===== src/sv/e2r_pkg.sv =====
`timescale 1ns / 1ps
`default_nettype none
// ----------------------------------------------------------------------------
// e2r_pkg
// Shared types, constants and functions of the Euler-to-matrix block.
// ----------------------------------------------------------------------------
package e2r_pkg;

  localparam int CORDIC_STEPS = 17;
  localparam int ZW = 20;   // angle width in Q.16
  localparam int XW = 34;   // CORDIC x/y width in Q.30
  localparam int TW = 48;   // product term width in Q.42

  localparam logic signed [ZW-1:0] ANG_PI      = 20'sd205887;
  localparam logic signed [ZW-1:0] ANG_HALF_PI = 20'sd102944;
  localparam logic signed [XW-1:0] CORDIC_GAIN = 34'sd652032874;

  typedef struct packed {
    logic signed [ZW-1:0] z;
    logic                 neg;
  } angle_t;

  typedef struct packed {
    angle_t roll;
    angle_t pitch;
    angle_t yaw;
  } item_t;

  function automatic logic signed [ZW-1:0] atan_q16(input int unsigned i);
    logic signed [ZW-1:0] a;
    unique case (i)
      0:       a = 20'sd51472;
      1:       a = 20'sd30386;
      2:       a = 20'sd16055;
      3:       a = 20'sd8150;
      4:       a = 20'sd4091;
      5:       a = 20'sd2047;
      6:       a = 20'sd1024;
      7:       a = 20'sd512;
      8:       a = 20'sd256;
      9:       a = 20'sd128;
      10:      a = 20'sd64;
      11:      a = 20'sd32;
      12:      a = 20'sd16;
      13:      a = 20'sd8;
      14:      a = 20'sd4;
      15:      a = 20'sd2;
      16:      a = 20'sd1;
      default: a = 20'sd0;
    endcase
    return a;
  endfunction

  // Round a Q.42 sum once to Q1.14 (ties up) and clamp to plus or minus one.
  function automatic logic signed [15:0] finish_q14(input logic signed [TW-1:0] acc);
    logic signed [TW-1:0] t;
    logic signed [15:0]   r;
    t = (acc + (48'sd1 <<< 27)) >>> 28;
    if (t > 48'sd16384)       r = 16'sd16384;
    else if (t < -48'sd16384) r = -16'sd16384;
    else                      r = t[15:0];
    return r;
  endfunction

endpackage
`default_nettype wire


===== src/sv/e2r_queue.sv =====
`timescale 1ns / 1ps
`default_nettype none
// ----------------------------------------------------------------------------
// e2r_queue
// Two-entry queue between front and back.
// ----------------------------------------------------------------------------
module e2r_queue import e2r_pkg::*; (
  input  wire logic  clk,
  input  wire logic  rst,
  input  wire logic  push_valid,
  input  item_t      push_item,
  output logic       push_ready,
  output logic       pop_valid,
  output item_t      pop_item,
  input  wire logic  pop_ready
);

  item_t      mem [2];
  logic       wr_ptr, rd_ptr;
  logic [1:0] count;
  logic       push, pop;

  assign push_ready = (count != 2'd2);
  assign pop_valid  = (count != 2'd0);
  assign pop_item   = mem[rd_ptr];
  assign push       = push_valid && push_ready;
  assign pop        = pop_valid && pop_ready;

  always_ff @(posedge clk) begin
    if (rst) begin
      wr_ptr <= 1'b0;
      rd_ptr <= 1'b0;
      count  <= 2'd0;
    end else begin
      if (push) wr_ptr <= !wr_ptr;
      if (pop)  rd_ptr <= !rd_ptr;
      count <= count + {1'b0, push} - {1'b0, pop};
    end
    if (push) mem[wr_ptr] <= push_item;
  end

endmodule
`default_nettype wire


===== config.mk =====
export PLATFORM = sky130hd
export DESIGN_NAME = e2r_queue
export DESIGN_NICKNAME = d
export VERILOG_FILES = /design/src/sv/e2r_pkg.sv /design/src/sv/e2r_queue.sv
export SDC_FILE = /design/constraint.sdc
export NUM_CORES = 1
export LEC_CHECK = 0
export BUFFER_PORTS_ARGS = -buffer_cell sky130_fd_sc_hd__buf_4
export CAP_MARGIN = 40
export CORE_UTILIZATION = 47
export DETAILED_ROUTE_END_ITERATION = 10
export PLACE_DENSITY = 0.75
export SETUP_SLACK_MARGIN = 0.3
export SYNTH_ARGS = -nofsm -noshare
export SYNTH_HDL_FRONTEND = slang
export SYNTH_SLANG_ARGS = --single-unit

===== constraint.sdc =====
create_clock -name clk -period 2.21 [get_ports clk]
set_clock_uncertainty 0.05 [all_clocks]
set_input_delay 0.3315 -clock clk [delete_from_list [all_inputs] [get_ports clk]]
set_output_delay 0.3315 -clock clk [all_outputs]
set_load 0.01 [all_outputs]

Word-level counts from Yosys, hierarchy flattened
Memory sizes are Yosys's and may differ from the RTL's. A register that Yosys moved wholly into a read port is not among the register bits.
Cells that the tools add are included.
{"block": "op_classes", "n_addsub": 2, "eq_ne": 1, "muxes": 4, "reduce_logical": 5}
{"operator": "two-way mux 1 bit", "n": 4}
{"operator": "adder 2 x 1 -> 2 bit", "n": 1}
{"operator": "logical AND 1 bit", "n": 2}
{"operator": "logical NOT 1 bit", "n": 2}
{"operator": "inequality test 2 bit, second input constant", "n": 1}
{"operator": "nonzero test 2 bit", "n": 1}
{"operator": "subtractor 2 x 1 -> 2 bit", "n": 1}
{"block": "totals", "regBits": 4, "ramBits": 126, "in_bits": 67, "word_cells": 16, "n_memories": 1}
{"memory": "mem", "depth": 2, "width": 63, "read_ports": 1, "rd_clocked_by_memory_dff": 1, "wr": 1, "line": "e2r_queue.sv:18", "rtl": "item_t mem [2];"}

Logic depth before layout (Yosys ltp)
Gate-level depths: netlist of run 1.
{"block": "depth", "depth_word": 4, "depth_mapped": 6, "ltp_nobuf": 6}

Least setup slack after synthesis of run 1
OpenSTA, ideal clock, no wires.
{"block": "synth_timing", "path_type": "register to register", "startpoint": "reg count[0]", "endpoint": "mem mem[0][0] (netlist bit), enable pin", "setup_ps": 417, "arrival_ps": 1964, "required_ps": 1743, "path_slack_ps": -222, "stages_incl_launch_ff": 4, "period_less_slack_ps": 2432, "cell_sequence": "dfxtp_1 nand2b_1 nand3b_1 inv_1"}
{"block": "synth_between", "elab_chain_len": 4}
{"element": "start, declared", "line": "e2r_queue.sv:20", "rtl": "logic [1:0] count;"}
{"element": "start signal, assigned", "line": "e2r_queue.sv:37", "rtl": "count <= count + {1'b0, push} - {1'b0, pop};"}
{"element": "inequality test 2 bit", "line": "e2r_queue.sv:23", "rtl": "assign push_ready = (count != 2'd2);"}
{"element": "via push_ready", "line": "e2r_queue.sv:12", "rtl": "output logic push_ready,"}
{"element": "logical AND 1 bit", "line": "e2r_queue.sv:26", "rtl": "assign push = push_valid && push_ready;"}
{"element": "two-way mux 1 bit", "line": "e2r_queue.sv:39", "rtl": "if (push) mem[wr_ptr] <= push_item;"}
{"element": "two-way mux 1 bit (implied by the code)", "line": "e2r_queue.sv:39"}
{"element": "end, declared", "line": "e2r_queue.sv:18"}
The timed path passes the listed nets, and every way through them passes these cells.

==> results by group, run 1 <==
Setup path
  – Worst Path Max Fanout: 26
  – Slowest-stage cell, CP: dfxtp_4
  – Setup crit end: pop_item[11]
  – Data required time of the worst path: 1830 ps
  – CP Depth: 3
  – Slowest stage delay, CP: 400 ps
  – RR Startpoint: count[0]
  – Critical Path End Type: output pin
  – CP cell instances: buf_12, mux2_1, buf_4
  – CP top delay family: flip-flops
  – CP Launch Type: flip-flop
  – Setup Crit Path Kind: reg2out
  – Worst Path Arrival: 1620 ps
  – R2R cell count: 4
  – R2r setup slk: 510 ps
  – WP buf/inv: 2
  – Critical R2R Capture: mem[0][56]

Power
  – P per Cell Area: 1000 nW/um2
  – PnR Total Power: 0.00729 W
  – Leak: 2.75 nW
  – Worst vdd ir: 0.621 mV

STA
  – Worst hold margin: 162 ps
  – # setup viols final: 0
  – RSZ-0062 raised after global routing: true
  – Fin crit share: 90.6%
  – Setup TNS: 0 ps
  – F_max: 499 MHz
  – Normalized max-slew margin: 71.4%
  – Number of hold violations in the final report: 0
  – Worst slew pin tran: 429 ps
  – Fin crit period: 2000 ps
  – Max-slew violations: 0

Synthesis
  – Share of the synthesized area in the top cell type: 78.2%
  – Post-Syn Nets: 293
  – Yosys reg bits: 131
  – Mapped Avg Cell Area: 21.5 um2
  – Synth area leader: edfxtp_1
  – Cell Area, Synth: 4840 um2
  – Synth warn: 0
  – Synthesized instance count: 225
  – Seq/Total Area, Yosys: 80.3%
  – Post-synth cell types: 26
  – Ranking of synthesized cells by area: edfxtp_1 78%, mux2_1 14%, dfxtp_1 2.1%

Placed design
  – Routability Congestion: 0.663
  – Dpl cells: 489
  – Dpl hpwl: 5540 um
  – Port bufs: 131

Flow run
  – Max cap viols: 0

Worst hold path
  – Hold WC Path Type: in2reg
  – Hold Path Depth: 3

Clocking
  – CTS H-tree lvls: 4
  – Clk root buf: clkbuf_8
  – Worst-path clk slew: 60 ps
  – Num CTS Buffers: 17
  – CTS sink count: 131
  – Skew-Pair Late Insertion Delay: 500 ps
  – Max Buffers Root-to-Sink: 2
  – CTS tree: done
  – Postcts setup bufs: 0

Routing
  – Total wire length: 9630 um
  – WL/cell: 16.4 um
  – Via density: 4.74
  – ANT nets after route: 0
  – Iteration-0 DRC Markers: 75
  – Total number of vias: 2777
  – DRT Pass-1 Iters: 4
  – Remaining DRCs: 0

Floorplan
  – Row count: 36
  – Die X-Extent: 103 um
  – Die Y: 103 um
  – DIE AREA: 10700 um2
  – Core area: 9860 um2
  – Number of top-level pins: 132
  – Starting Density: 49.0%

Cells and area
  – Commonest non-fill, non-tap cell in the layout: buf_4
  – Area Growth Syn to Fin: 50.6%
  – # diodes: 0
  – Final core utilization: 73.9%
  – Most frequent cells in the layout: 132 x buf_4, 126 x edfxtp_1, 64 x dlygate4sd3_1
  – Finished Layout Cells: 586
  – Nets: 508
  – Proportion of layout cells with a drive suffix above 1: 40.0%

Global routing
  – Vias in the first global route: 2954
  – Antenna violations before repair: 0
  – Pin count of the biggest net entering global routing: 44
  – Tot GR Track Use: 18.7%
  – Global-route wire length before repair: 14200 um
  – Total congestion overflow: 0

Run status
  – Outcome: finished clean
## worst min-delay path by stage
stage / start / slack [ps] / end
6_report: push_valid / 160 / wr_ptr
5_1_grt: push_valid / 150 / wr_ptr
4_1_cts: push_valid / 120 / wr_ptr
3_5_place_dp: rd_ptr / 440 / flip-flop
3_3_place_gp: rd_ptr / 440 / rd_ptr
2_1_floorplan: rst / 340 / count[1]
## routing by layer
layer / GRT usage, % / vias to the layer above / part of all wire, % / wire, um
met1: 20.1 / 1348 / 39 / 3790
met3: 5.31 / 14 / 4.4 / 419
met5: 0 / - / 0 / 0
li1: - / 1326 / - / -
met4: 9.86 / 0 / 1.5 / 143
met2: 33.3 / 89 / 55 / 5280
## per-stage QoR
step,worst slack (ps),cell area [um2]
after floorplan,213,4850
after global placement,548,6050
after detailed placement,489,6050
after CTS,172,7290
after global routing,143,7290
final,208,7290
## flip-flops by register name (all words and copies together) (netlist names), named ones only
register / cells
wr_ptr: 1
rd_ptr: 1
count: 2
mem: 126
## synth_stat cells
| library cell | number |
|---|---|
| o21ba_1 | 1 |
| a21bo_1 | 1 |
| and3_4 | 1 |
| nor4_1 | 1 |
| buf_2 | 1 |
| inv_1 | 1 |
| xor2_1 | 1 |
| ha_1 | 1 |
| nor3_2 | 1 |
| a21oi_1 | 1 |
| mux2_2 | 3 |
| dfxtp_1 | 5 |
| nand2b_1 | 1 |
| and3_2 | 1 |
| o31a_1 | 1 |
| or2_2 | 1 |
| mux2_1 | 60 |
| nor2b_1 | 2 |
| nor2_1 | 4 |
| edfxtp_1 | 126 |
| nand3_1 | 1 |
| o21ai_0 | 1 |
| nand3b_1 | 1 |
| buf_6 | 6 |
| nor4bb_2 | 1 |
| o21ai_1 | 1 |
## tightest hold or removal path, delay by kind of cell
kind	cells	cell delay, ps
AO/OA/AOI/OAI	2	200
buffers and inverters	1	130
## final cells by class
| class | instances | area, um2 |
|---|---|---|
| Sequential cell | 131 | 3890 |
| Fill cell | 597 | 2580 |
| Tap cell | 133 | 166 |
| Clock inverter | 14 | 139 |
| Multi-Input combinational cell | 86 | 886 |
| Inverter | 1 | 7.51 |
| Clock buffer | 18 | 418 |
| Timing Repair Buffer | 203 | 1780 |
## cell families after synthesis
kind of cell               count (synthesis)  share of synthesized area (%)
DFF                                      131                           80.3
muxes                                     63                           14.7
and+or+nand+nor                           15                           2.15
buffers and inverters                      8                           1.58
AOI/OAI and AO/OA                          6                          0.905
xor gates and xnor gates                   1                          0.181
adders and majority gates                  1                          0.259
## report_power, final
| group | switching (W) | total [W] | internal (W) |
|---|---|---|---|
| Sequential | 0.0000851 | 0.00311 | 0.00302 |
| Clock | 0.000983 | 0.00257 | 0.00159 |
| Combinational | 0.000731 | 0.00161 | 0.000877 |
| Total | 0.00180 | 0.00729 | 0.00549 |
## repair_timing
action / 4_1_cts / 5_1_grt
gates resized for setup: 5 / 0
endpoints found under the setup margin: 63 / 63
gates cloned: 1 / 0
hold buffers: 64 / 0
pin swaps: 0 / 0
hold endpoints to repair: 131 / 0
Power figures use the tool's default switching activity.
==> inputs of run 2 (changes only) <==
--- a/config.mk
+++ b/config.mk
@@ -5,11 +5,12 @@
 export SDC_FILE = /design/constraint.sdc
 export NUM_CORES = 1
 export LEC_CHECK = 0
+export ABC_AREA = 1
 export BUFFER_PORTS_ARGS = -buffer_cell sky130_fd_sc_hd__buf_4
 export CAP_MARGIN = 40
 export CORE_UTILIZATION = 47
 export DETAILED_ROUTE_END_ITERATION = 10
-export PLACE_DENSITY = 0.75
+export PLACE_DENSITY = 0.74
 export SETUP_SLACK_MARGIN = 0.3
 export SYNTH_ARGS = -nofsm -noshare
 export SYNTH_HDL_FRONTEND = slang
==> results by group, run 2 <==
STA
  – Fin crit period: 1980 ps
  – Setup TNS: 0 ps
  – Normalized max-slew margin: 66.1%
  – Number of hold violations in the final report: 0
  – Max-slew violations: 0
  – F_max: 504 MHz
  – # setup viols final: 0
  – Worst hold margin: 112 ps
  – Worst slew pin tran: 508 ps
  – Fin crit share: 89.8%
  – RSZ-0062 raised after global routing: true

Cells and area
  – Commonest non-fill, non-tap cell in the layout: edfxtp_1
  – Most frequent cells in the layout: 126 x edfxtp_1, 114 x buf_4, 64 x dlygate4sd3_1
  – Nets: 522
  – # diodes: 0
  – Biggest regs: mem: 126 flops, count: 2 flops
  – Proportion of layout cells with a drive suffix above 1: 52.0%
  – Biggest register: mem
  – Finished Layout Cells: 603
  – Max FFs per register: 126
  – Area Growth Syn to Fin: 50.9%

Synthesis
  – Number of flops mapped to enable cells by yosys: 126
  – Ranking of synthesized cells by area: edfxtp_1 74%, mux2_4 18%, buf_12 2.4%
  – Synth warn: 0
  – Cell Area, Synth: 5090 um2
  – Post-Syn Nets: 300
  – Seq/Total Area, Yosys: 76.3%
  – Mapped Avg Cell Area: 21.9 um2
  – Synthesized instance count: 232
  – Yosys reg bits: 131
  – Post-synth cell types: 16
  – Synth Flop Type: edfxtp_1
  – Most frequent cell after synthesis: edfxtp_1
  – Synth area leader: edfxtp_1
  – Async set-reset flop share out of synthesis: 0%
  – Share of the synthesized area in the top cell type: 74.3%
  – Synth cell count leaders: 126 x edfxtp_1, 60 x mux2_4, 8 x inv_1, 8 x nor2_1, 7 x nand2_1

Setup path
  – Critical R2R Capture: mem[0][2]
  – Setup Crit Path Kind: reg2out
  – R2r setup slk: 690 ps
  – Worst Path Max Fanout: 11
  – R2R cell count: 4
  – Data required time of the worst path: 1830 ps
  – RR Startpoint: count[1]
  – Critical Path End Type: output pin
  – CP Launch Type: flip-flop
  – Worst Path Arrival: 1600 ps

Clocking
  – Skew-Pair Late Insertion Delay: 490 ps
  – Worst-path clk slew: 50 ps
  – Num CTS Buffers: 17
  – Clk root buf: clkbuf_8
  – CTS tree: done
  – CTS H-tree lvls: 4
  – CTS sink count: 131
  – Max Buffers Root-to-Sink: 2

Floorplan
  – Row count: 37
  – DIE AREA: 11200 um2
  – Number of top-level pins: 132
  – Die X-Extent: 106 um
  – Die Y: 106 um
  – Core area: 10400 um2
  – Starting Density: 48.9%

Global routing
  – Global-route wire length before repair: 14400 um
  – Total congestion overflow: 0
  – Pin count of the biggest net entering global routing: 37
  – Vias in the first global route: 3055
  – Tot GR Track Use: 17.3%
  – Antenna violations before repair: 0

Power
  – Worst vdd ir: 0.620 mV
  – P per Cell Area: 1110 nW/um2
  – Leak: 3.08 nW

Run status
  – Outcome: finished clean

Flow run
  – Max cap viols: 0

Routing
  – ANT nets after route: 0
  – Iteration-0 DRC Markers: 111
  – Remaining DRCs: 0
  – WL/cell: 16.4 um
  – DRT Pass-1 Iters: 6
  – Via density: 4.65
  – Total number of vias: 2806
  – Total wire length: 9870 um

Worst hold path
  – Hold WC Path Type: in2reg
  – Worst hold endpoint: wr_ptr
  – Hold_sp: push_valid
  – Hold Path Depth: 3

Placed design
  – Port bufs: 131
  – Dpl cells: 499
  – Dpl hpwl: 5540 um
  – Routability Congestion: 0.680
[run 2: changes by cell type after synthesis, moves of 2 or more]
cell / change
inv_1: +7
nor2_1: +4
nor2b_1: -2
nand2_1: +7
mux2_4: +60
buf_12: +6
buf_6: -5
mux2_1: -60
[run 2: worst max-delay path by stage]
stage              endpoint  cells past startpoint      start  slack [ps]
2_1_floorplan     mem[1][0]                      4   count[0]         250
3_3_place_gp    pop_item[0]                      3  flip-flop         560
4_1_cts        pop_item[62]                      3  flip-flop         210
5_1_grt         pop_item[8]                      4  flip-flop         170
3_5_place_dp   pop_item[62]                      3  flip-flop         550
6_report        pop_item[8]                      4  flip-flop         230
[run 2: critical path, stage by stage (launching register included)]
cell and delay (ps):
dfxtp_4 360, buf_12 140, buf_12 150, mux2_4 310
buf_4 140
[run 2: kinds of logic (layout without fill, tap and decap cells)]
| family | Yosys count | count (layout) | synth area share, % |
|---|---|---|---|
| xor+xnor | 1 | 1 | 0.172 |
| buf+inv | 15 | 250 | 3.17 |
| simple gates | 19 | 19 | 1.55 |
| compound gates | 2 | 2 | 0.197 |
| fa+ha+maj | 1 | 1 | 0.246 |
| flops | 131 | 131 | 76.3 |
| mux | 63 | 63 | 18.4 |
[run 2: final cells by class]
class	count	area [um2]
Sequential cell	131	3890
Timing Repair Buffer	210	1940
Tap cell	136	170
Fill cell	621	2740
Clock inverter	12	139
Multi-Input combinational cell	86	1080
Clock buffer	20	425
Inverter	8	30.0
[run 2: routing by layer]
metal / vias up / global-route usage [%] / routed length, um
li1: 1341 / - / -
met5: - / 0 / 0
met1: 1347 / 19.7 / 3990
met3: 14 / 6.01 / 580
met4: 0 / 6.75 / 159
met2: 104 / 30.0 / 5140
[run 2: report_power, final]
| part | total [W] | switching [W] | internal [W] |
|---|---|---|---|
| clock | 0.00264 | 0.000945 | 0.00170 |
| sequential | 0.00328 | 0.000116 | 0.00316 |
| combinational | 0.00257 | 0.00107 | 0.00150 |
| total | 0.00849 | 0.00213 | 0.00636 |
[run 2: stage by stage]
stage	power (W)	area, um2	setup slack [ps]	utilization [%]
global route	0.00883	7680	173	73.7
global placement	0.00547	6230	557	59.9
CTS	0.00828	7450	208	71.6
finish	0.00849	7680	225	73.7
detailed placement	0.00552	6230	547	59.9
floorplan	0.00471	5120	253	-
[run 2: timing repair]
item / in CTS / in global routing
setup buffers: 2 / 2
endpoints found under the hold margin: 128 / 0
gates resized for setup: 0 / 31
cloned: 0 / 4
endpoints found under the setup margin: 63 / 63
hold buffers: 64 / 0
