`src/sv/e2r_pkg.sv`:
```
`timescale 1ns / 1ps
`default_nettype none
// ----------------------------------------------------------------------------
// e2r_pkg
// Shared types, constants and functions of the Euler-to-matrix block.
// ----------------------------------------------------------------------------
package e2r_pkg;

  localparam int CORDIC_STEPS = 17;
  localparam int ZW = 20;   // angle width in Q.16
  localparam int XW = 34;   // CORDIC x/y width in Q.30
  localparam int TW = 48;   // product term width in Q.42

  localparam logic signed [ZW-1:0] ANG_PI      = 20'sd205887;
  localparam logic signed [ZW-1:0] ANG_HALF_PI = 20'sd102944;
  localparam logic signed [XW-1:0] CORDIC_GAIN = 34'sd652032874;

  typedef struct packed {
    logic signed [ZW-1:0] z;
    logic                 neg;
  } angle_t;

  typedef struct packed {
    angle_t roll;
    angle_t pitch;
    angle_t yaw;
  } item_t;

  function automatic logic signed [ZW-1:0] atan_q16(input int unsigned i);
    logic signed [ZW-1:0] a;
    unique case (i)
      0:       a = 20'sd51472;
      1:       a = 20'sd30386;
      2:       a = 20'sd16055;
      3:       a = 20'sd8150;
      4:       a = 20'sd4091;
      5:       a = 20'sd2047;
      6:       a = 20'sd1024;
      7:       a = 20'sd512;
      8:       a = 20'sd256;
      9:       a = 20'sd128;
      10:      a = 20'sd64;
      11:      a = 20'sd32;
      12:      a = 20'sd16;
      13:      a = 20'sd8;
      14:      a = 20'sd4;
      15:      a = 20'sd2;
      16:      a = 20'sd1;
      default: a = 20'sd0;
    endcase
    return a;
  endfunction

  // Round a Q.42 sum once to Q1.14 (ties up) and clamp to plus or minus one.
  function automatic logic signed [15:0] finish_q14(input logic signed [TW-1:0] acc);
    logic signed [TW-1:0] t;
    logic signed [15:0]   r;
    t = (acc + (48'sd1 <<< 27)) >>> 28;
    if (t > 48'sd16384)       r = 16'sd16384;
    else if (t < -48'sd16384) r = -16'sd16384;
    else                      r = t[15:0];
    return r;
  endfunction

endpackage
`default_nettype wire

```
`src/sv/e2r_if.sv`:
```
`timescale 1ns / 1ps
`default_nettype none
// ----------------------------------------------------------------------------
// e2r channel interfaces
// Angle input channel and matrix output channel, valid/ready handshake.
// ----------------------------------------------------------------------------
interface angle_if;
  logic               valid;
  logic               ready;
  logic signed [15:0] roll_angle;
  logic signed [15:0] pitch_angle;
  logic signed [15:0] yaw_angle;
  modport source (output valid, roll_angle, pitch_angle, yaw_angle, input ready);
  modport sink   (input valid, roll_angle, pitch_angle, yaw_angle, output ready);
endinterface

`default_nettype wire

```
`src/sv/e2r_front.sv`:
```
`timescale 1ns / 1ps
`default_nettype none
// ----------------------------------------------------------------------------
// e2r_front
// Accept angle items, widen to Q.16 and fold each angle into [-pi/2, pi/2].
// ----------------------------------------------------------------------------
module e2r_front import e2r_pkg::*; (
  input  wire logic  clk,
  input  wire logic  rst,
  angle_if.sink      angles,
  output logic       item_valid,
  output item_t      item,
  input  wire logic  item_ready
);

  function automatic angle_t reduce(input logic signed [15:0] a);
    angle_t r;
    logic signed [ZW-1:0] z;
    z = {a[15], a, 3'b000};
    r.neg = 1'b0;
    if (z > ANG_HALF_PI) begin
      z = z - ANG_PI;
      r.neg = 1'b1;
    end else if (z < -ANG_HALF_PI) begin
      z = z + ANG_PI;
      r.neg = 1'b1;
    end
    r.z = z;
    return r;
  endfunction

  assign angles.ready = !item_valid || item_ready;

  always_ff @(posedge clk) begin
    if (rst) begin
      item_valid <= 1'b0;
    end else if (angles.ready) begin
      item_valid <= angles.valid;
    end
    if (angles.valid && angles.ready) begin
      item.roll  <= reduce(angles.roll_angle);
      item.pitch <= reduce(angles.pitch_angle);
      item.yaw   <= reduce(angles.yaw_angle);
    end
  end

endmodule
`default_nettype wire

```
`src/flat_wrapper.sv`:
```
// flat-port wrapper written by rule: the top's interface ports become plain ports
module e2r_front_flat import e2r_pkg::*;
  (clk, rst, item_valid, item, item_ready, angles_valid, angles_roll_angle, angles_pitch_angle, angles_yaw_angle, angles_ready);
  angle_if angles_i ();
  input  wire logic clk;
  input  wire logic rst;
  output logic item_valid;
  output item_t item;
  input  wire logic item_ready;
  input wire logic [$bits(angles_i.valid)-1:0] angles_valid;
  input wire logic [$bits(angles_i.roll_angle)-1:0] angles_roll_angle;
  input wire logic [$bits(angles_i.pitch_angle)-1:0] angles_pitch_angle;
  input wire logic [$bits(angles_i.yaw_angle)-1:0] angles_yaw_angle;
  output wire logic [$bits(angles_i.ready)-1:0] angles_ready;
  assign angles_i.valid = angles_valid;
  assign angles_i.roll_angle = angles_roll_angle;
  assign angles_i.pitch_angle = angles_pitch_angle;
  assign angles_i.yaw_angle = angles_yaw_angle;
  assign angles_ready = angles_i.ready;
  e2r_front u_core (.clk(clk), .rst(rst), .angles(angles_i), .item_valid(item_valid), .item(item), .item_ready(item_ready));
endmodule
```
`config.mk`:
```
export PLATFORM = sky130hd
export DESIGN_NAME = e2r_front_flat
export DESIGN_NICKNAME = d
export VERILOG_FILES = /design/src/sv/e2r_pkg.sv /design/src/sv/e2r_if.sv /design/src/sv/e2r_front.sv /design/src/flat_wrapper.sv
export SDC_FILE = /design/constraint.sdc
export NUM_CORES = 1
export LEC_CHECK = 0
export CAP_MARGIN = 20
export CORE_ASPECT_RATIO = 0.6
export CORE_MARGIN = 2
export CORE_UTILIZATION = 50
export DETAILED_ROUTE_END_ITERATION = 8
export DONT_BUFFER_PORTS = 1
export PLACE_DENSITY_LB_ADDON = 0.05
export RECOVER_POWER = 50
export SETUP_SLACK_MARGIN = 0.02
export SLEW_MARGIN = 20
export SYNTH_ARGS = -nofsm -noshare
export SYNTH_HDL_FRONTEND = slang
export SYNTH_SLANG_ARGS = --single-unit
```
`constraint.sdc`:
```
create_clock -name clk -period 2.6 [get_ports clk]
set_input_delay 0.52 -clock clk [delete_from_list [all_inputs] [get_ports clk]]
set_output_delay 0.52 -clock clk [all_outputs]
set_load 0.05 [all_outputs]
```
# Yosys cells after proc, flatten, opt, wreduce, memory -nomap -nowiden

Cells that the tools add are included.

Mux-type cells: 9
Order comparisons: 6
Bitwise logic cells: 0
Eq/ne operators: 0
Reduce and logical (&&, ||, !) cells: 3
Div/mod/pow operators: 0
Add/subtract/negate cells: 6
Multiply operators: 0
Shifts and indexed selects: 0

Operators by type and width:

| kind                   | number |
|---|---|
| $mux 20                | 6 |
| $add 19x19->20 const B | 3 |
| $sub 19x19->20 const B | 3 |
| $gt 19x18->1 const B   | 3 |
| $lt 19x18->1 const B   | 3 |
| $mux 1                 | 3 |
| $logic_and 1x1->1      | 1 |
| $logic_not 1->1        | 1 |
| $logic_or 1x1->1       | 1 |

Bits in latches: 0
Output and inout bits: 65
Input port bits: 52
Memory bits (writable): 0
Memories kept: 0
Logic and storage cells: 31
Flip-flop bits (word level): 64
ROM bits: 0

# Depth between registers and ports, before layout

Gate-level depths: netlist of the first run.

Word-level depth: 3
Mapped depth: 9
Depth with buffers taken out: 8

# Worst setup path before layout of the first run

OpenSTA, ideal clock, no wires.

Path kind: input port to flip-flop
Start: input port item_ready
End: register u_core.item[10] (netlist name)
Cell stages on the path: 2
Path buffers: 0
Arrival time: 2414 ps
Library setup time: 421 ps
Slack: -235 ps
Data required time: 2179 ps
Path through: nand2b_1 and2_1

Cells in the longest elaborated chain, start to end: 2

RTL lines:

| element           | RTL line          | source |
|---|---|---|
| start, declared   | flat_wrapper.sv:9 | `input wire logic item_ready;` |
| $logic_or 1x1->1  | e2r_front.sv:32   | `assign angles.ready = !item_valid \|\| item_ready;` |
| $logic_and 1x1->1 | e2r_front.sv:40   | `if (angles.valid && angles.ready) begin` |

No other way between the ends.
A chain may end at the register's enable or synchronous reset.

# Worst setup path in the final report of the first run

Start: register u_core.item_valid
End: register u_core.item[58] (netlist name)

Cells in the longest elaborated chain, start to end: 3

RTL lines:

| element                | RTL line        | source |
|---|---|---|
| start, declared        | e2r_front.sv:11 | `output logic item_valid,` |
| start signal, assigned | e2r_front.sv:38 | `item_valid <= angles.valid;` |
| $logic_not 1->1        | e2r_front.sv:32 |  |
| $logic_or 1x1->1       | e2r_front.sv:32 |  |
| $logic_and 1x1->1      | e2r_front.sv:40 |  |

No other way between the ends.

==> results of run 1 <==
-- sequential cells by signal (all words and copies together), names as in the netlist --
name               flops
u_core.item           57
u_core.item_valid      1
-- synth_stat cells, drive strengths merged (3+ instances only) --
cell    number  area (µm²)
edfxtp      57        1710
nor2        31         116
xnor2       31         272
nand2       25        93.8
buf         21         135
clkbuf      20        76.3
inv         17        63.8
a21oi       16        91.3
o21ai       14        70.1
xor2        12         105
a31oi        9        56.3
ha           9         113
a32oi        8        70.1
nand2b       8        50.1
nand4        7        43.8
a22oi        6        45.0
nand3        6        30.0
nor3         6        30.0
or3          6        37.5
a311oi       5        50.0
a41oi        5        43.8
and2         5        31.3
and3         5        31.3
o22ai        5        31.3
o31ai        5        37.5
nor2b        4        25.0
or2          4        25.0
mux2i        3        30.0
o211ai       3        22.5
o21bai       3        22.5
-- worst paths after layout --
path	start	end	slack, ns	cells past startpoint
setup / recovery	u_core.item_valid	u_core.item[58]	0.32	5
hold / removal	rst	u_core.item_valid	0.26	1
setup reg to reg	u_core.item_valid	u_core.item[58]	0.32	5
hold reg to reg	u_core.item_valid	u_core.item_valid	1.42	4
-- metrics by stage --
| stage | setup slack (ns) | total power (W) | cell area [µm²] | cells | utilization (%) |
|---|---|---|---|---|---|
| finish | 0.323 | 0.00285 | 4110 | 479 | 55.9 |
| global route | 0.192 | 0.00298 | 4110 | 479 | 55.9 |
| CTS | 0.455 | 0.00289 | 4140 | 479 | 56.2 |
| detailed placement | 0.124 | 0.00185 | 3870 | 463 | 52.7 |
| global placement | 0.125 | 0.00184 | 3870 | 463 | 52.7 |
| floorplan | 0.0705 | 0.00182 | 3830 | 384 | - |
-- metal layers --
metal / GRT usage, % / routed length, µm / share of wire [%]
met4: 6.27 / 95 / 1.1
met2: 28.5 / 3550 / 41
met1: 32.8 / 4150 / 48
met3: 8.80 / 834 / 9.7
met5: 0 / 0 / 0
-- power by group through the flow --
stage                     registers, W  logic [W]  clock network, W
after floorplan                0.00148   0.000346                 0
after global placement         0.00148   0.000368                 0
after detailed placement       0.00148   0.000373                 0
after CTS                      0.00146   0.000374           0.00106
after global routing           0.00147   0.000411           0.00111
final                          0.00146   0.000366           0.00103
-- layout by cell type (no fill, tap or decap), drive strengths merged, types with 7 or more instances in the layout --
| cell | instances |
|---|---|
| a32oi | 8 |
| nand2 | 25 |
| edfxtp | 57 |
| a31oi | 9 |
| ha | 9 |
| xnor2 | 31 |
| o21ai | 14 |
| clkbuf | 19 |
| a21oi | 16 |
| xor2 | 12 |
| buf | 7 |
| nand4 | 7 |
| nor2 | 31 |
| inv | 17 |
| nand2b | 8 |
-- cells by family after synthesis --
group / after synthesis / synth area share [%]
AO/OA/AOI/OAI: 96 / 18.0
multiplexers: 3 / 0.783
AND/OR/NAND/NOR: 117 / 16.1
XOR/XNOR: 43 / 9.82
adder cells (fa/ha/maj): 9 / 2.94
flip-flops: 58 / 45.2
buffers and inverters: 58 / 7.18
-- area by class of cell --
class | instances | area [µm²] | share of cell area (%)
Clock buffer | 10 | 229 | 5.57
Sequential cell | 58 | 1730 | 42.1
Inverter | 17 | 63.8 | 1.55
Multi-Input combinational cell | 268 | 1830 | 44.5
Clock inverter | 6 | 33.8 | 0.822
Timing Repair Buffer | 16 | 93.8 | 2.28
Tap cell | 104 | 130 | 3.17
==> results.sh, run 1 <==
export IMPL_status="finished clean"
export IMPL_ys_async_sr_fraction_pct=0
export IMPL_crit_required_ns=2.57
export IMPL_avgSynthCellArea_um2=9.98
export IMPL_finalSetupViolations=0
export IMPL_critPathLaunchType="flip-flop"
export IMPL_dp_final_hpwl_mm=6.41
export IMPL_drv_slew=0
export IMPL_wl_per_cell_um=18.0
export IMPL_tns_ns=0
export IMPL_fin_crit_ns=2.28
export IMPL_crit_fanout=29
export IMPL_p_sw_share_pct=32.1
export IMPL_cp_slowest_cell="clkbuf_1"
export IMPL_min_path_type="primary input to flip-flop"
export IMPL_path_buf_inv=3
export IMPL_grt_first_pass_wirelength_mm=14.0
export IMPL_htreeDepth=3
export IMPL_numCtsBuffers=9
export IMPL_dieWidth_um=117
export IMPL_wirelength_mm=8.63
export IMPL_synthesis_nets=445
export IMPL_ys_flop_type="edfxtp_1"
export IMPL_clock_root_buffer="clkbuf_16"
export IMPL_cpLargestDelayFamily="buffers and inverters"
export IMPL_maxCapViolations=0
export IMPL_cts_tree="done"
export IMPL_ant_nets=0
export IMPL_vdd_drop_max_mv=0.525
export IMPL_path_cells="clkbuf_1 -> nand2b_1 -> clkbuf_1 -> and2_2 -> clkbuf_4"
export IMPL_cts_setup_buffers=0
export IMPL_antenna_found_initial=0
export IMPL_areaGrowthSynthToFinish_pct=7.21
export IMPL_gp_congestion=0.829
export IMPL_critPathMostFrequentCell="clkbuf_1"
export IMPL_grt_pass1_vias=2690
export IMPL_leakagePower_nw=1.44
export IMPL_routed_via_count=2879
export IMPL_skew_ns=0.00477
export IMPL_n_fill_cell=676
export IMPL_arrival_ns=2.25
export IMPL_drc=0
export IMPL_cts_sinks=58
export IMPL_clk_pin_slew_ns=0.05
export IMPL_combPwrFrac_pct=12.8
export IMPL_path_class="flip-flop to flip-flop"
export IMPL_tightest_slew_ns=1.20
export IMPL_yosysWarnings=0
export IMPL_port_buffers=0
export IMPL_slowest_delay_ns=0.51
export IMPL_grt_max_degree=30
export IMPL_fin_nets=431
export IMPL_max_slew_margin_pct=20.4
export IMPL_cts_hold_buf=0
export IMPL_num_rows=24
export IMPL_final_hold_violation_count=0
export IMPL_netlist_area_um2=3830
export IMPL_p_switching_w=0.000916
export IMPL_n_antenna_cell=0
export IMPL_vias_per_cell=6.01
export IMPL_drive_gt1_share_pct=9.60
export IMPL_p_per_area_nw_per_um2=694
export IMPL_io_pins=117
export IMPL_grt_setup_unrepaired="false"
export IMPL_dieArea_um2=8410
export IMPL_cts_max_path_buffers=2
export IMPL_netlist_instances=384
export IMPL_initialDrtViolationCount=224
export IMPL_p_seq_share_pct=51.1
export IMPL_p_int_w=0.00194
export IMPL_clock_power_share_pct=36.1
export IMPL_finalCritPeriodShare_pct=87.6
export IMPL_initial_core_util_pct=52.1
export IMPL_fin_hold_ws_ns=0.259
export IMPL_grt_overflow_total=0
export IMPL_yosys_cell_types_count=58
export IMPL_synth_edf_count=57
export IMPL_dr_pass1_iters=4
export IMPL_synth_seq_area_share_pct=45.2
export IMPL_die_h_um=71.8
export IMPL_core_um2=7360
export IMPL_end_kind="flip-flop"
export IMPL_cts_resized=0
export IMPL_ys_ff_latch=58
export IMPL_grt_use_total_pct=21.8
export IMPL_insertion_delay_ns=0.32
export IMPL_fmax_mhz=439
Power figures use the tool's default switching activity.
==> run 2: changes to the inputs <==
CORE_UTILIZATION = 55   (was 50)
==> run 2 against run 1 <==
Sequential cell count stayed put. Design area is 0.12% lower. Hold slack worse by 0.0043 ns. Via count is 1.0% higher. Combinational power hardly changed. Wire length is 1.8% higher. Worst setup slack better by 0.10 ns. Critical path type is now primary input to flip-flop. Largest cell class unchanged.
==> results.sh, run 2 (synthesis results as in run 1) <==
export IMPL_status="finished clean"
export IMPL_path_buf_inv=0
export IMPL_cts_tree="done"
export IMPL_num_rows=23
export IMPL_grt_setup_unrepaired="false"
export IMPL_dr_pass1_iters=4
export IMPL_final_cell_mix="edfxtp_1 (57), nor2_1 (31), xnor2_1 (31)"
export IMPL_power_w=0.00299
export IMPL_setup_worst_path_start="angles_yaw_angle[9]"
export IMPL_top_regs="u_core.item (57), u_core.item_valid (1)"
export IMPL_min_path_type="primary input to flip-flop"
export IMPL_grt_overflow_total=0
export IMPL_n_antenna_cell=0
export IMPL_ant_nets=0
export IMPL_gp_congestion=0.863
export IMPL_wl_per_cell_um=19.1
export IMPL_skew_ns=0.0120
export IMPL_dieArea_um2=7680
export IMPL_arrival_ns=2.24
export IMPL_grt_max_degree=44
export IMPL_worstHoldStart="rst"
export IMPL_numCtsBuffers=9
export IMPL_initialDrtViolationCount=210
export IMPL_largest_register_ffs=57
export IMPL_regMostFlops="u_core.item"
export IMPL_wirelength_mm=8.78
export IMPL_cts_hold_buf=0
export IMPL_path_cells="or3b_1 -> or4_1 -> and3_1 -> nand3_1 -> o22ai_1 -> xor2_1"
export IMPL_rr_startpoint="u_core.item_valid"
export IMPL_path_class="primary input to flip-flop"
export IMPL_n_fill_cell=537
export IMPL_cpLargestDelayFamily="simple AND/OR/NAND/NOR gates"
export IMPL_dp_cells=445
export IMPL_fin_crit_ns=2.17
export IMPL_slowest_delay_ns=0.47
export IMPL_grt_pass1_vias=2746
export IMPL_fin_hold_ws_ns=0.255
export IMPL_clk_pin_slew_ns=0.06
export IMPL_vdd_drop_max_mv=0.482
export IMPL_leakagePower_nw=1.45
export IMPL_critPathLaunchType="primary input"
export IMPL_crit_fanout=17
export IMPL_grt_first_pass_wirelength_mm=14.2
export IMPL_routed_via_count=2908
export IMPL_finalSetupViolations=0
export IMPL_grt_use_total_pct=23.8
export IMPL_cts_resized=0
export IMPL_drc=0
export IMPL_fin_nets=430
export IMPL_final_common_cell="edfxtp_1"
export IMPL_port_buffers=0
export IMPL_insertion_delay_ns=0.33
export IMPL_fin_ws_ns=0.428
export IMPL_areaGrowthSynthToFinish_pct=7.08
export IMPL_fin_cells=461
export IMPL_vias_per_cell=6.31
export IMPL_core_um2=6710
export IMPL_max_slew_margin_pct=20.4
export IMPL_end_kind="flip-flop"
export IMPL_place_ws_ns=0.105
export IMPL_io_pins=117
export IMPL_dp_final_hpwl_mm=6.42
export IMPL_drive_gt1_share_pct=9.63
export IMPL_maxCapViolations=0
export IMPL_htreeDepth=3
export IMPL_antenna_found_initial=0
export IMPL_dieWidth_um=112
export IMPL_final_hold_violation_count=0
export IMPL_fmax_mhz=460
export IMPL_die_h_um=68.7
export IMPL_clock_root_buffer="clkbuf_16"
export IMPL_p_per_area_nw_per_um2=727
export IMPL_drv_slew=0
export IMPL_cts_sinks=58
export IMPL_cp_slowest_cell="or4_1"
export IMPL_crit_required_ns=2.67
export IMPL_initial_core_util_pct=57.2
export IMPL_tightest_slew_ns=1.20
export IMPL_cts_setup_buffers=0
export IMPL_finalCritPeriodShare_pct=83.5
export IMPL_cts_max_path_buffers=2
export IMPL_tns_ns=0
## run 2: final timing paths
| path | to | slack [ns] | cells past startpoint |
|---|---|---|---|
| max | u_core.item[10] | 0.43 | 6 |
| min | u_core.item_valid | 0.25 | 1 |
| max reg2reg | u_core.item[4] | 0.50 | 3 |
| min reg2reg | u_core.item_valid | 1.32 | 3 |
## run 2: power breakdown
part,leakage [nW],internal (W),switching [W]
Sequential,0.560,0.00115,0.000310
Combinational,0.747,0.000149,0.000216
Clock,0.142,0.000734,0.000425
Total,1.45,0.00204,0.000951
## run 2: final cells by class
type | instances | area, µm² | area share, %
clock buffers | 10 | 229 | 5.58
flip-flops and latches | 58 | 1730 | 42.2
clock inverters | 6 | 57.6 | 1.40
multi-input cells | 268 | 1830 | 44.5
well taps | 87 | 109 | 2.65
inverters | 17 | 63.8 | 1.55
repair buffers | 15 | 86.3 | 2.10
## run 2: layer usage
| layer | global-route usage [%] | routed length (µm) | vias up |
|---|---|---|---|
| li1 | - | - | 1380 |
| met1 | 32.4 | 4020 | 1354 |
| met2 | 34.2 | 3630 | 161 |
| met3 | 10.9 | 1010 | 13 |
| met4 | 6.79 | 116 | 0 |
| met5 | 0 | 0 | - |
## run 2: through the flow
step / cell area [µm²] / util (%)
floorplan: 3830 / -
global placement: 3840 / 57.3
finish: 4110 / 61.2
CTS: 4130 / 61.6
detailed placement: 3840 / 57.3
global route: 4110 / 61.2
